File: src/rtl/trapezoid_step_pulse_profile_defines.svh
// assertion macros for the trapezoid step pulse profile block
// used by modules that check their own control logic; needs clk and rst_n in scope
`ifndef TRAPEZOID_STEP_PULSE_PROFILE_DEFINES_SVH
`define TRAPEZOID_STEP_PULSE_PROFILE_DEFINES_SVH

// property sampled on clk, ignored while reset is asserted
`define TSPP_ASSERT(label, prop, msg) \
    label: assert property (@(posedge clk) disable iff (!rst_n) (prop)) else $error(msg);

// condition that must never be true outside reset
`define TSPP_NEVER(label, cond, msg) \
    label: assert property (@(posedge clk) disable iff (!rst_n) !(cond)) else $error(msg);

`endif

File: src/rtl/tspp_pkg.sv
// shared types, codes and constants of the trapezoid step pulse profile block
// no dependencies
`timescale 1ns / 1ps

package tspp_pkg;

    // default values for the top level parameters
    localparam int FRAC_BITS_DEF       = 16;
    localparam int STEP_COUNT_BITS_DEF = 24;

    // fixed field widths
    localparam int SPEED_W   = 32;
    localparam int TOTAL_W   = 24;
    localparam int US_W      = 16;
    localparam int STEPNUM_W = 24;
    localparam int PHASE_W   = 2;
    localparam int CFG_IDX_W = 3;

    localparam logic [31:0] SAT32     = 32'hFFFF_FFFF;
    localparam logic [15:0] US_MAX    = 16'hFFFF;
    localparam logic [31:0] US_PER_MS = 32'd1000;

    // register reset values
    localparam logic [31:0] MAX_SPEED_RST   = 32'd235930;
    localparam logic [31:0] MIN_SPEED_RST   = 32'd65536;
    localparam logic [31:0] ACCEL_TIME_RST  = 32'd6553600;
    localparam logic [31:0] STEP_ANGLE_RST  = 32'd117965;
    localparam logic [23:0] TOTAL_STEPS_RST = 24'd1000;

    typedef enum logic [CFG_IDX_W-1:0] {
        CFG_MAX_SPEED   = 3'd0,
        CFG_MIN_SPEED   = 3'd1,
        CFG_ACCEL_TIME  = 3'd2,
        CFG_STEP_ANGLE  = 3'd3,
        CFG_TOTAL_STEPS = 3'd4
    } cfg_idx_t;

    typedef enum logic [PHASE_W-1:0] {
        PH_ACCEL  = 2'd0,
        PH_CRUISE = 2'd1,
        PH_DECEL  = 2'd2
    } phase_t;

    typedef enum logic [1:0] {
        DIV_RATE = 2'd0,
        DIV_PMIN = 2'd1,
        DIV_PCUR = 2'd2
    } div_sel_t;

    typedef enum logic {
        MUL_RAMP = 1'b0,
        MUL_US   = 1'b1
    } mul_sel_t;

    // commands from controller to datapath
    typedef struct packed {
        logic     begin_load;
        logic     div_start;
        div_sel_t div_sel;
        logic     step_adv;
        logic     mul_start;
        mul_sel_t mul_sel;
        logic     speed_upd;
        logic     cruise_upd;
        logic     stop;
        logic     out_load;
    } ctrl_cmd_t;

    // status from datapath to controller
    typedef struct packed {
        logic moving;
        logic at_end;
        logic rate_pos;
        logic ramping;
        logic div_done;
        logic out_full;
    } dp_status_t;

endpackage

File: src/rtl/tspp_if.sv
// channel interfaces: step request, step result and configuration write
// depends on tspp_pkg for field widths
`timescale 1ns / 1ps

interface tspp_req_if;
    logic valid;
    logic ready;
    logic begin_req;
    modport source (output valid, output begin_req, input ready);
    modport sink (input valid, input begin_req, output ready);
endinterface

interface tspp_rsp_if;
    logic                           valid;
    logic                           ready;
    logic [tspp_pkg::US_W-1:0]      pulse_width_us;
    logic [tspp_pkg::STEPNUM_W-1:0] step_number;
    logic [tspp_pkg::PHASE_W-1:0]   phase;
    logic                           last;
    modport source (output valid, output pulse_width_us, output step_number,
                    output phase, output last, input ready);
    modport sink (input valid, input pulse_width_us, input step_number,
                  input phase, input last, output ready);
endinterface

interface tspp_cfg_if;
    logic                           valid;
    logic                           ready;
    logic [tspp_pkg::CFG_IDX_W-1:0] index;
    logic [31:0]                    data;
    modport source (output valid, output index, output data, input ready);
    modport sink (input valid, input index, input data, output ready);
endinterface

File: src/rtl/trapezoid_step_pulse_profile.sv
// trapezoid step pulse profile: one step request in, at most one pulse period beat out
// a ramp step runs the ramp multiply, the speed update, a serial divider pass and the microsecond multiply;
// a cruise step runs only the microsecond multiply; a begin request first runs one or two divider passes
// throughput: one request at a time, next request taken the cycle after the result loads
// reset: rst_n asynchronous active low, registers to defaults, no move running
`timescale 1ns / 1ps

module trapezoid_step_pulse_profile #(
    parameter int FRAC_BITS       = tspp_pkg::FRAC_BITS_DEF,
    parameter int STEP_COUNT_BITS = tspp_pkg::STEP_COUNT_BITS_DEF
) (
    input logic       clk,
    input logic       rst_n,
    tspp_req_if.sink  step_req,
    tspp_rsp_if.source step_rsp,
    tspp_cfg_if.sink  cfg
);

    tspp_pkg::ctrl_cmd_t  cmd;
    tspp_pkg::dp_status_t status;
    logic                 req_ready;

    // sequencer
    tspp_ctrl u_ctrl (
        .clk       (clk),
        .rst_n     (rst_n),
        .in_valid  (step_req.valid),
        .in_ready  (req_ready),
        .begin_req (step_req.begin_req),
        .status    (status),
        .cmd       (cmd)
    );

    // arithmetic and state
    tspp_datapath #(
        .FRAC_BITS       (FRAC_BITS),
        .STEP_COUNT_BITS (STEP_COUNT_BITS)
    ) u_datapath (
        .clk            (clk),
        .rst_n          (rst_n),
        .cmd            (cmd),
        .status         (status),
        .cfg_valid      (cfg.valid),
        .cfg_index      (cfg.index),
        .cfg_data       (cfg.data),
        .out_ready      (step_rsp.ready),
        .out_valid      (step_rsp.valid),
        .pulse_width_us (step_rsp.pulse_width_us),
        .step_number    (step_rsp.step_number),
        .phase          (step_rsp.phase),
        .last           (step_rsp.last)
    );

    assign step_req.ready = req_ready;
    assign cfg.ready      = 1'b1;

endmodule

File: src/rtl/tspp_div.sv
// restoring serial divider: (num << FRAC_BITS) / den, one quotient bit per cycle
// saturates at all ones; depends on tspp_pkg
`timescale 1ns / 1ps

module tspp_div #(
    parameter int FRAC_BITS = tspp_pkg::FRAC_BITS_DEF
) (
    input  logic        clk,
    input  logic        rst_n,
    input  logic        start,
    input  logic [31:0] num,
    input  logic [31:0] den,
    output logic        busy,
    output logic        done,
    output logic [31:0] quo
);

    localparam int QW  = 32 + FRAC_BITS;
    localparam int CNW = $clog2(QW + 1);

    logic [QW-1:0]  work_reg, work_next;
    logic [31:0]    rem_reg, rem_next;
    logic [31:0]    den_reg;
    logic [CNW-1:0] cnt_reg;
    logic           busy_reg;
    logic           done_reg;
    logic [32:0]    trial;
    logic           fits;

    // one restoring step
    always_comb
    begin
        trial     = {rem_reg, work_reg[QW-1]};
        fits      = trial >= {1'b0, den_reg};
        rem_next  = fits ? 32'(trial - {1'b0, den_reg}) : trial[31:0];
        work_next = {work_reg[QW-2:0], fits};
    end

    // iteration control
    always_ff @(posedge clk or negedge rst_n)
    begin
        if (!rst_n)
        begin
            busy_reg <= 1'b0;
            done_reg <= 1'b0;
            cnt_reg  <= '0;
        end
        else
        begin
            done_reg <= 1'b0;
            if (start)
            begin
                busy_reg <= 1'b1;
                cnt_reg  <= CNW'(QW);
            end
            else if (busy_reg)
            begin
                cnt_reg <= cnt_reg - CNW'(1);
                if (cnt_reg == CNW'(1))
                begin
                    busy_reg <= 1'b0;
                    done_reg <= 1'b1;
                end
            end
        end
    end

    // dividend / quotient shift register and remainder
    always_ff @(posedge clk)
    begin
        if (start)
        begin
            work_reg <= {num, {FRAC_BITS{1'b0}}};
            rem_reg  <= '0;
            den_reg  <= den;
        end
        else if (busy_reg)
        begin
            work_reg <= work_next;
            rem_reg  <= rem_next;
        end
    end

    // a zero divisor gives all ones and so saturates too
    assign quo  = (|work_reg[QW-1:32]) ? tspp_pkg::SAT32 : work_reg[31:0];
    assign busy = busy_reg;
    assign done = done_reg;

endmodule

File: src/rtl/tspp_datapath.sv
// datapath: configuration registers, move state, multiplier, divider, result register
// depends on tspp_pkg, tspp_div and the assertion macro header
`timescale 1ns / 1ps
`include "trapezoid_step_pulse_profile_defines.svh"

module tspp_datapath #(
    parameter int FRAC_BITS       = tspp_pkg::FRAC_BITS_DEF,
    parameter int STEP_COUNT_BITS = tspp_pkg::STEP_COUNT_BITS_DEF
) (
    input  logic                           clk,
    input  logic                           rst_n,
    input  tspp_pkg::ctrl_cmd_t            cmd,
    output tspp_pkg::dp_status_t           status,
    input  logic                           cfg_valid,
    input  logic [tspp_pkg::CFG_IDX_W-1:0] cfg_index,
    input  logic [31:0]                    cfg_data,
    input  logic                           out_ready,
    output logic                           out_valid,
    output logic [tspp_pkg::US_W-1:0]      pulse_width_us,
    output logic [tspp_pkg::STEPNUM_W-1:0] step_number,
    output logic [tspp_pkg::PHASE_W-1:0]   phase,
    output logic                           last
);

    localparam int SCB = STEP_COUNT_BITS;
    localparam int CW  = ((SCB > tspp_pkg::TOTAL_W) ? SCB : tspp_pkg::TOTAL_W) + 2;

    // configuration
    logic [31:0]                  max_speed_reg, min_speed_reg, accel_time_reg, step_angle_reg;
    logic [tspp_pkg::TOTAL_W-1:0] total_steps_reg;

    // move state
    logic [SCB-1:0]         steps_done_reg, ramp_steps_reg;
    logic [31:0]            phase_time_reg, step_period_reg, current_speed_reg;
    logic [31:0]            peak_speed_reg, ramp_rate_reg;
    tspp_pkg::phase_t       move_phase_reg, used_phase_reg;
    logic                   moving_reg;
    tspp_pkg::div_sel_t     div_sel_reg;
    logic [63:0]            prod_reg;

    // result register
    logic                           out_valid_reg;
    logic [tspp_pkg::US_W-1:0]      us_reg;
    logic [tspp_pkg::STEPNUM_W-1:0] stepnum_reg;
    logic [tspp_pkg::PHASE_W-1:0]   phase_reg;
    logic                           last_reg;

    logic [31:0] div_num, div_den, div_quo;
    logic        div_busy, div_done;
    logic [31:0] mul_a, mul_b;
    logic        at_end, cruise_over, rate_pos, ramping, out_full;
    logic [32:0] time_sum;
    logic [31:0] time_next;
    logic [63:0] scaled, peak64, dec_diff;
    logic [64:0] acc_sum;
    logic [31:0] acc_speed, dec_speed;
    logic [15:0] us_val;

    // comparisons on counts
    assign at_end      = (CW'(steps_done_reg) + CW'(1)) >= CW'(total_steps_reg);
    assign cruise_over = (CW'(steps_done_reg) + CW'(ramp_steps_reg)) > CW'(total_steps_reg);
    assign rate_pos    = max_speed_reg > min_speed_reg;
    assign ramping     = (move_phase_reg == tspp_pkg::PH_ACCEL)
                         || (move_phase_reg == tspp_pkg::PH_DECEL);
    assign out_full    = out_valid_reg && !out_ready;

    // phase time advance, saturating
    assign time_sum  = {1'b0, phase_time_reg} + {1'b0, step_period_reg};
    assign time_next = time_sum[32] ? tspp_pkg::SAT32 : time_sum[31:0];

    // speed from the registered product
    always_comb
    begin
        scaled    = prod_reg >> FRAC_BITS;
        acc_sum   = {1'b0, scaled} + 65'(min_speed_reg);
        acc_speed = (|acc_sum[64:32]) ? tspp_pkg::SAT32 : acc_sum[31:0];
        peak64    = 64'(peak_speed_reg);
        dec_diff  = peak64 - scaled;
        if (scaled >= peak64 || dec_diff < 64'(min_speed_reg))
            dec_speed = min_speed_reg;
        else
            dec_speed = dec_diff[31:0];
        us_val = (scaled > 64'(tspp_pkg::US_MAX)) ? tspp_pkg::US_MAX : scaled[15:0];
    end

    // divider operands
    always_comb
    begin
        case (cmd.div_sel)
            tspp_pkg::DIV_RATE:
            begin
                div_num = max_speed_reg - min_speed_reg;
                div_den = accel_time_reg;
            end
            tspp_pkg::DIV_PMIN:
            begin
                div_num = step_angle_reg;
                div_den = min_speed_reg;
            end
            default:
            begin
                div_num = step_angle_reg;
                div_den = current_speed_reg;
            end
        endcase
    end

    tspp_div #(
        .FRAC_BITS (FRAC_BITS)
    ) u_div (
        .clk   (clk),
        .rst_n (rst_n),
        .start (cmd.div_start),
        .num   (div_num),
        .den   (div_den),
        .busy  (div_busy),
        .done  (div_done),
        .quo   (div_quo)
    );

    // multiplier operands
    always_comb
    begin
        case (cmd.mul_sel)
            tspp_pkg::MUL_RAMP:
            begin
                mul_a = ramp_rate_reg;
                mul_b = phase_time_reg;
            end
            default:
            begin
                mul_a = step_period_reg;
                mul_b = tspp_pkg::US_PER_MS;
            end
        endcase
    end

    // registered product
    always_ff @(posedge clk)
    begin
        if (cmd.mul_start)
            prod_reg <= {32'd0, mul_a} * {32'd0, mul_b};
    end

    // configuration writes
    always_ff @(posedge clk or negedge rst_n)
    begin
        if (!rst_n)
        begin
            max_speed_reg   <= tspp_pkg::MAX_SPEED_RST;
            min_speed_reg   <= tspp_pkg::MIN_SPEED_RST;
            accel_time_reg  <= tspp_pkg::ACCEL_TIME_RST;
            step_angle_reg  <= tspp_pkg::STEP_ANGLE_RST;
            total_steps_reg <= tspp_pkg::TOTAL_STEPS_RST;
        end
        else if (cfg_valid)
        begin
            unique case (cfg_index)
                tspp_pkg::CFG_MAX_SPEED:   max_speed_reg   <= cfg_data;
                tspp_pkg::CFG_MIN_SPEED:   min_speed_reg   <= cfg_data;
                tspp_pkg::CFG_ACCEL_TIME:  accel_time_reg  <= cfg_data;
                tspp_pkg::CFG_STEP_ANGLE:  step_angle_reg  <= cfg_data;
                tspp_pkg::CFG_TOTAL_STEPS: total_steps_reg <= cfg_data[tspp_pkg::TOTAL_W-1:0];
                default: ;
            endcase
        end
    end

    // move state
    always_ff @(posedge clk or negedge rst_n)
    begin
        if (!rst_n)
        begin
            steps_done_reg    <= '0;
            ramp_steps_reg    <= '0;
            phase_time_reg    <= '0;
            step_period_reg   <= '0;
            current_speed_reg <= '0;
            peak_speed_reg    <= '0;
            ramp_rate_reg     <= '0;
            move_phase_reg    <= tspp_pkg::PH_ACCEL;
            used_phase_reg    <= tspp_pkg::PH_ACCEL;
            moving_reg        <= 1'b0;
            div_sel_reg       <= tspp_pkg::DIV_RATE;
        end
        else
        begin
            if (cmd.div_start)
                div_sel_reg <= cmd.div_sel;

            // divider result lands in its target
            if (div_done)
            begin
                if (div_sel_reg == tspp_pkg::DIV_RATE)
                    ramp_rate_reg <= div_quo;
                else
                    step_period_reg <= div_quo;
            end

            if (cmd.begin_load)
            begin
                peak_speed_reg    <= max_speed_reg;
                ramp_rate_reg     <= '0;
                current_speed_reg <= min_speed_reg;
                steps_done_reg    <= '0;
                ramp_steps_reg    <= '0;
                phase_time_reg    <= '0;
                move_phase_reg    <= tspp_pkg::PH_ACCEL;
                moving_reg        <= 1'b1;
            end

            if (cmd.step_adv)
            begin
                steps_done_reg <= steps_done_reg + SCB'(1);
                phase_time_reg <= time_next;
                used_phase_reg <= move_phase_reg;
            end

            // ramp phases: new speed from the product
            if (cmd.speed_upd)
            begin
                if (move_phase_reg == tspp_pkg::PH_ACCEL)
                begin
                    current_speed_reg <= acc_speed;
                    ramp_steps_reg    <= steps_done_reg;
                    if (phase_time_reg > accel_time_reg)
                        move_phase_reg <= tspp_pkg::PH_CRUISE;
                end
                else
                begin
                    current_speed_reg <= dec_speed;
                end
            end

            // cruise: enter deceleration when the remaining steps fall below the ramp step count
            if (cmd.cruise_upd && cruise_over)
            begin
                move_phase_reg <= tspp_pkg::PH_DECEL;
                phase_time_reg <= '0;
                peak_speed_reg <= current_speed_reg;
            end

            if (cmd.stop || (cmd.out_load && at_end))
                moving_reg <= 1'b0;
        end
    end

    // result register, holds until the beat is taken
    always_ff @(posedge clk or negedge rst_n)
    begin
        if (!rst_n)
            out_valid_reg <= 1'b0;
        else if (cmd.out_load)
            out_valid_reg <= 1'b1;
        else if (out_ready)
            out_valid_reg <= 1'b0;
    end

    always_ff @(posedge clk)
    begin
        if (cmd.out_load)
        begin
            us_reg      <= us_val;
            stepnum_reg <= tspp_pkg::STEPNUM_W'(steps_done_reg);
            phase_reg   <= used_phase_reg;
            last_reg    <= at_end;
        end
    end

    assign out_valid      = out_valid_reg;
    assign pulse_width_us = us_reg;
    assign step_number    = stepnum_reg;
    assign phase          = phase_reg;
    assign last           = last_reg;

    assign status.moving   = moving_reg;
    assign status.at_end   = at_end;
    assign status.rate_pos = rate_pos;
    assign status.ramping  = ramping;
    assign status.div_done = div_done;
    assign status.out_full = out_full;

    // checks
    `TSPP_NEVER(a_div_restart, cmd.div_start && div_busy, "divider started while busy")
    `TSPP_NEVER(a_out_overrun, cmd.out_load && out_full, "result loaded over a waiting beat")
    `TSPP_ASSERT(a_last_stops, cmd.out_load && at_end |=> !moving_reg, "move still runs after last")

endmodule

File: src/rtl/tspp_ctrl.sv
// controller state machine: sequences begin, step, multiply, divide and result load
// depends on tspp_pkg
`timescale 1ns / 1ps

module tspp_ctrl (
    input  logic                 clk,
    input  logic                 rst_n,
    input  logic                 in_valid,
    output logic                 in_ready,
    input  logic                 begin_req,
    input  tspp_pkg::dp_status_t status,
    output tspp_pkg::ctrl_cmd_t  cmd
);

    typedef enum logic [10:0] {
        S_IDLE  = 11'b000_0000_0001,
        S_BEGIN = 11'b000_0000_0010,
        S_RATE  = 11'b000_0000_0100,
        S_PMIN  = 11'b000_0000_1000,
        S_CHECK = 11'b000_0001_0000,
        S_PREP  = 11'b000_0010_0000,
        S_UPD   = 11'b000_0100_0000,
        S_DIVST = 11'b000_1000_0000,
        S_PCUR  = 11'b001_0000_0000,
        S_USMUL = 11'b010_0000_0000,
        S_OUT   = 11'b100_0000_0000
    } state_t;

    state_t state_reg, state_next;

    // next state and commands
    always_comb
    begin
        state_next = state_reg;
        cmd        = '0;
        cmd.div_sel = tspp_pkg::DIV_RATE;
        cmd.mul_sel = tspp_pkg::MUL_RAMP;
        unique case (state_reg)
            S_IDLE:
            begin
                if (in_valid)
                    state_next = begin_req ? S_BEGIN : S_CHECK;
            end
            S_BEGIN:
            begin
                cmd.begin_load = 1'b1;
                cmd.div_start  = 1'b1;
                if (status.rate_pos)
                begin
                    cmd.div_sel = tspp_pkg::DIV_RATE;
                    state_next  = S_RATE;
                end
                else
                begin
                    cmd.div_sel = tspp_pkg::DIV_PMIN;
                    state_next  = S_PMIN;
                end
            end
            S_RATE:
            begin
                if (status.div_done)
                begin
                    cmd.div_start = 1'b1;
                    cmd.div_sel   = tspp_pkg::DIV_PMIN;
                    state_next    = S_PMIN;
                end
            end
            S_PMIN:
            begin
                if (status.div_done)
                    state_next = S_CHECK;
            end
            S_CHECK:
            begin
                if (!status.moving)
                    state_next = S_IDLE;
                else if (status.at_end)
                begin
                    cmd.stop   = 1'b1;
                    state_next = S_IDLE;
                end
                else
                begin
                    cmd.step_adv = 1'b1;
                    state_next   = S_PREP;
                end
            end
            S_PREP:
            begin
                if (status.ramping)
                begin
                    cmd.mul_start = 1'b1;
                    cmd.mul_sel   = tspp_pkg::MUL_RAMP;
                    state_next    = S_UPD;
                end
                else
                begin
                    cmd.cruise_upd = 1'b1;
                    state_next     = S_USMUL;
                end
            end
            S_UPD:
            begin
                cmd.speed_upd = 1'b1;
                state_next    = S_DIVST;
            end
            S_DIVST:
            begin
                cmd.div_start = 1'b1;
                cmd.div_sel   = tspp_pkg::DIV_PCUR;
                state_next    = S_PCUR;
            end
            S_PCUR:
            begin
                if (status.div_done)
                    state_next = S_USMUL;
            end
            S_USMUL:
            begin
                cmd.mul_start = 1'b1;
                cmd.mul_sel   = tspp_pkg::MUL_US;
                state_next    = S_OUT;
            end
            S_OUT:
            begin
                if (!status.out_full)
                begin
                    cmd.out_load = 1'b1;
                    state_next   = S_IDLE;
                end
            end
            default:
                state_next = S_IDLE;
        endcase
    end

    always_ff @(posedge clk or negedge rst_n)
    begin
        if (!rst_n)
            state_reg <= S_IDLE;
        else
            state_reg <= state_next;
    end

    assign in_ready = (state_reg == S_IDLE);

endmodule

File: src/flat_wrapper.sv
// flat-port wrapper written by rule: the top's interface ports become plain ports
module trapezoid_step_pulse_profile_flat 
#(
    parameter int FRAC_BITS       = tspp_pkg::FRAC_BITS_DEF,
    parameter int STEP_COUNT_BITS = tspp_pkg::STEP_COUNT_BITS_DEF
)
  (clk, rst_n, step_req_valid, step_req_begin_req, step_req_ready, step_rsp_valid, step_rsp_pulse_width_us, step_rsp_step_number, step_rsp_phase, step_rsp_last, step_rsp_ready, cfg_valid, cfg_index, cfg_data, cfg_ready);
  tspp_req_if step_req_i ();
  tspp_rsp_if step_rsp_i ();
  tspp_cfg_if cfg_i ();
  input logic clk;
  input logic rst_n;
  input wire logic [$bits(step_req_i.valid)-1:0] step_req_valid;
  input wire logic [$bits(step_req_i.begin_req)-1:0] step_req_begin_req;
  output wire logic [$bits(step_req_i.ready)-1:0] step_req_ready;
  output wire logic [$bits(step_rsp_i.valid)-1:0] step_rsp_valid;
  output wire logic [$bits(step_rsp_i.pulse_width_us)-1:0] step_rsp_pulse_width_us;
  output wire logic [$bits(step_rsp_i.step_number)-1:0] step_rsp_step_number;
  output wire logic [$bits(step_rsp_i.phase)-1:0] step_rsp_phase;
  output wire logic [$bits(step_rsp_i.last)-1:0] step_rsp_last;
  input wire logic [$bits(step_rsp_i.ready)-1:0] step_rsp_ready;
  input wire logic [$bits(cfg_i.valid)-1:0] cfg_valid;
  input wire logic [$bits(cfg_i.index)-1:0] cfg_index;
  input wire logic [$bits(cfg_i.data)-1:0] cfg_data;
  output wire logic [$bits(cfg_i.ready)-1:0] cfg_ready;
  assign step_req_i.valid = step_req_valid;
  assign step_req_i.begin_req = step_req_begin_req;
  assign step_req_ready = step_req_i.ready;
  assign step_rsp_valid = step_rsp_i.valid;
  assign step_rsp_pulse_width_us = step_rsp_i.pulse_width_us;
  assign step_rsp_step_number = step_rsp_i.step_number;
  assign step_rsp_phase = step_rsp_i.phase;
  assign step_rsp_last = step_rsp_i.last;
  assign step_rsp_i.ready = step_rsp_ready;
  assign cfg_i.valid = cfg_valid;
  assign cfg_i.index = cfg_index;
  assign cfg_i.data = cfg_data;
  assign cfg_ready = cfg_i.ready;
  trapezoid_step_pulse_profile #(.FRAC_BITS(FRAC_BITS), .STEP_COUNT_BITS(STEP_COUNT_BITS)) u_core (.clk(clk), .rst_n(rst_n), .step_req(step_req_i), .step_rsp(step_rsp_i), .cfg(cfg_i));
endmodule
File: config.mk
export PLATFORM = sky130hd
export DESIGN_NAME = trapezoid_step_pulse_profile_flat
export DESIGN_NICKNAME = d
export VERILOG_FILES = /design/src/rtl/tspp_pkg.sv /design/src/rtl/tspp_if.sv /design/src/rtl/trapezoid_step_pulse_profile.sv /design/src/rtl/tspp_div.sv /design/src/rtl/tspp_datapath.sv /design/src/rtl/tspp_ctrl.sv /design/src/flat_wrapper.sv
export VERILOG_INCLUDE_DIRS = /design/src /design/src/rtl
export SDC_FILE = /design/constraint.sdc
export NUM_CORES = 2
export LEC_CHECK = 0
export BUFFER_PORTS_ARGS = -buffer_cell sky130_fd_sc_hd__buf_2
export CAP_MARGIN = 0
export CELL_PAD_IN_SITES_DETAIL_PLACEMENT = 1
export CELL_PAD_IN_SITES_GLOBAL_PLACEMENT = 1
export CORE_MARGIN = 2
export CORE_UTILIZATION = 39
export CTS_CLUSTER_SIZE = 24
export DETAILED_ROUTE_END_ITERATION = 12
export PLACE_DENSITY = 0.68
export REMOVE_ABC_BUFFERS = 1
export SLEW_MARGIN = 20
export SYNTH_ARGS = -nofsm -noshare
export SYNTH_HDL_FRONTEND = slang
export SYNTH_SLANG_ARGS = --single-unit
export TNS_END_PERCENT = 10
File: constraint.sdc
create_clock -name clk -period 8.89 [get_ports clk]
set_clock_uncertainty 0.2 [all_clocks]
set_input_delay 1.778 -clock clk [delete_from_list [all_inputs] [get_ports clk]]
set_output_delay 1.778 -clock clk [all_outputs]
set_load 0.02 [all_outputs]
==> results.ini <==
[status]
status=finished, violations left
violations=setup timing

[timing]
setup_viol=26
worst_pin_slew_ps=1108
rsz0062_at_grt=true
relSlewSlack=0.2615
max_freq_mhz=105.1
finalCritPeriodShare=1.070
setup_ws_ps=-622.4
min_period_ps=9512
drv_slew=0
hold_slack_ps=246.7
hold_viol_final=0

[min_path]
hold_class=reg -> reg
hold_path.startpoint=u_core.u_datapath.used_phase_reg[0]$_DFFE_PN0P_

[synth]
avgSynthCellArea_um2=8.999
synth-seq-cells=590
ys_types=106
synth_top_area_frac=0.2585
ys.flop_type=dfrtp_1
synth-seq-area-share=0.2198
synth_area_leaders=fa_1 26%, dfrtp_1 13%, ha_1 10%
synth_edf_count=155
synth_largest_area_cell=fa_1
yosysMostFrequentCell=nand2_1
synth_common_cells=1132 x nand2_1, 1095 x inv_1, 901 x fa_1
synth_area_um2=69790
async_flop_share=0.6559
synthCells=7755
yosys_warnings=0

[critical_path]
crit_path_end=u_core.u_datapath.prod_reg[61]$_DFFE_PP_
crit_type=reg -> reg
cp_slowest_cell=fa_1
start_kind=flip-flop
crit_start=u_core.u_ctrl.state_reg[2]$_DFFE_PN0P_
r2r-start=u_core.u_ctrl.state_reg[2]$_DFFE_PN0P_
worstPathArrival_ps=9710
cp.required_ps=9090
r2r_cells=33
cp_slowest_stage_delay_ps=590
cp-end-kind=flip-flop
r2r_slack_ps=-620
cp_max_fo=19
crit_top_cell=fa_1
rr_endpoint=u_core.u_datapath.prod_reg[61]$_DFFE_PP_

[routing]
dr.first_iter.drc_count=4179
drc_errors=0
num_vias=59300
antenna_left=0
first_pass_iters=6
wl_per_cell_um=25.00
viasPerCell=5.694
routed_wl_mm=260.4

[final_layout]
fillCellCount=20480
design_area_um2=79060
regArea_um2=15340
syn_to_final_growth_pct=13.29
drive_above_1_share=0.1304
nNetsFinal=9498
multiInputGateArea_um2=49280

[placement]
dpl.hpwl_mm=206.1
port_buffers=85
gp_congestion=0.9294
dpl_cell_area_um2=75790
dpl_worst_slack_ps=-1250

[clock_tree]
cts_htree_levels=3
cts_sinks=590
clk_pin_slew_ps=60
clockBufferDepth=3
clk_latency_ps=660
cts_tree=built
cts_hold_buf=0
clock-root-buffer=clkbuf_16
cts_made_buffers=68

[power]
power.density_nw_per_um2=361.2
power.static_leakage_nw=39.79
peakVddDrop_uv=343.0
total_power_mw=28.55

[grt]
antenna_found_initial=9
grt_pass1_wl_mm=399.9
first_global_vias=64450
grt-ovfl-total=0
grt_max_degree=140
track_usage=0.2884

[floorplan]
dieArea_um2=182300
core_area_um2=178000
die_h_um=427.0
io_pins=87
die_w_um=427.0
initial_core_util=0.3920
rows=155

[job]
cap_violations=0

-- per-layer routing --
metal,share of wire,routed length [µm],global-route usage,up-vias
met1,0.42,109700,0.3753,31000
li1,-,-,-,26090
met2,0.48,125500,0.4866,1693
met5,0.00010,27,0,-
met3,0.048,12510,0.03426,512
met4,0.048,12600,0.1181,4
-- how the worst min path moves through the flow --
| stage | end | cells past startpoint |
|---|---|---|
| 4_1_cts | u_core.u_datapath.phase[0]$_DFFE_PP_ | 0 |
| 6_report | u_core.u_datapath.phase[0]$_DFFE_PP_ | 0 |
| 5_1_grt | u_core.u_datapath.phase[0]$_DFFE_PP_ | 0 |
| 3_3_place_gp | u_core.u_datapath.phase[0]$_DFFE_PP_ | 0 |
| 2_1_floorplan | u_core.u_datapath.phase[0]$_DFFE_PP_ | 0 |
| 3_5_place_dp | u_core.u_datapath.phase[0]$_DFFE_PP_ | 0 |
-- report_power, final --
group	internal [mW]	leakage, nW	switching (mW)
logic	8.47	31.9	12.2
clock network	1.72	1.13	1.26
registers	3.85	6.78	1.01
total	14.0	39.8	14.5
-- layout by cell type (no fill, tap or decap), types with 56 or more instances in the layout --
cell type / synthesis / routed
xnor2_1: 138 / 135
nor2_1: 313 / 302
a211oi_1: 56 / 56
mux2_2: 67 / 67
buf_2: 24 / 84
nand3_1: 131 / 129
a21oi_1: 368 / 355
dfrtp_1: 356 / 355
edfxtp_1: 155 / 155
a22oi_1: 116 / 114
nand2_1: 1132 / 1114
inv_1: 1095 / 1084
clkbuf_16: 0 / 72
o21ai_0: 399 / 395
and3_1: 457 / 454
nor3_1: 64 / 58
xor2_1: 96 / 95
buf_4: 8 / 477
ha_1: 558 / 552
nand4_1: 66 / 66
a21o_1: 126 / 126
fa_1: 901 / 871
-- worst max-delay path: cells and delay by family, from the launching register on --
| kind | cells | cell delay (ps) |
|---|---|---|
| adder cells (fa/ha/maj) | 9 | 4180 |
| flip-flops | 1 | 400 |
| AO/OA/AOI/OAI | 8 | 1490 |
| AND/OR/NAND/NOR | 5 | 1210 |
| XOR/XNOR | 1 | 130 |
| buffers and inverters | 10 | 1580 |
-- final cells by class --
class / count / share of cell area
well taps: 2355 / 0.03727
multi-input cells: 5628 / 0.6234
inverters: 1097 / 0.05208
clock inverters: 37 / 0.004874
clock buffers: 89 / 0.02436
repair buffers: 613 / 0.06387
flip-flops and latches: 590 / 0.1940
diodes: 5 / 0.0001583
-- through the flow --
step	cells	utilization	TNS [ps]
finish	10410	0.4441	-5703
global route	10410	0.4440	-13090
CTS	10410	0.4421	-7092
detailed placement	10260	0.4257	-19850
global placement	10260	0.4257	-15920
floorplan	7315	-	-417540
-- timing repair --
action | 4_1_cts | 5_1_grt
pin swaps | 65 | 78
setup buffers | 17 | 4
resized for setup | 71 | 83
gates cloned | 6 | 0
setup endpoints to repair | 36 | 39
-- cell families (layout without fill, tap and decap cells) --
group	after synthesis	in the layout	share of synthesized area
AO/OA/AOI/OAI	1432	1432	0.1305
XOR/XNOR	234	234	0.02937
adder cells (fa/ha/maj)	1459	1459	0.3585
buffers and inverters	1537	1836	0.08400
flip-flops	590	590	0.2198
multiplexers	110	110	0.01705
other	1	6	0.00005373
AND/OR/NAND/NOR	2392	2392	0.1607
Power figures use the tool's default switching activity.
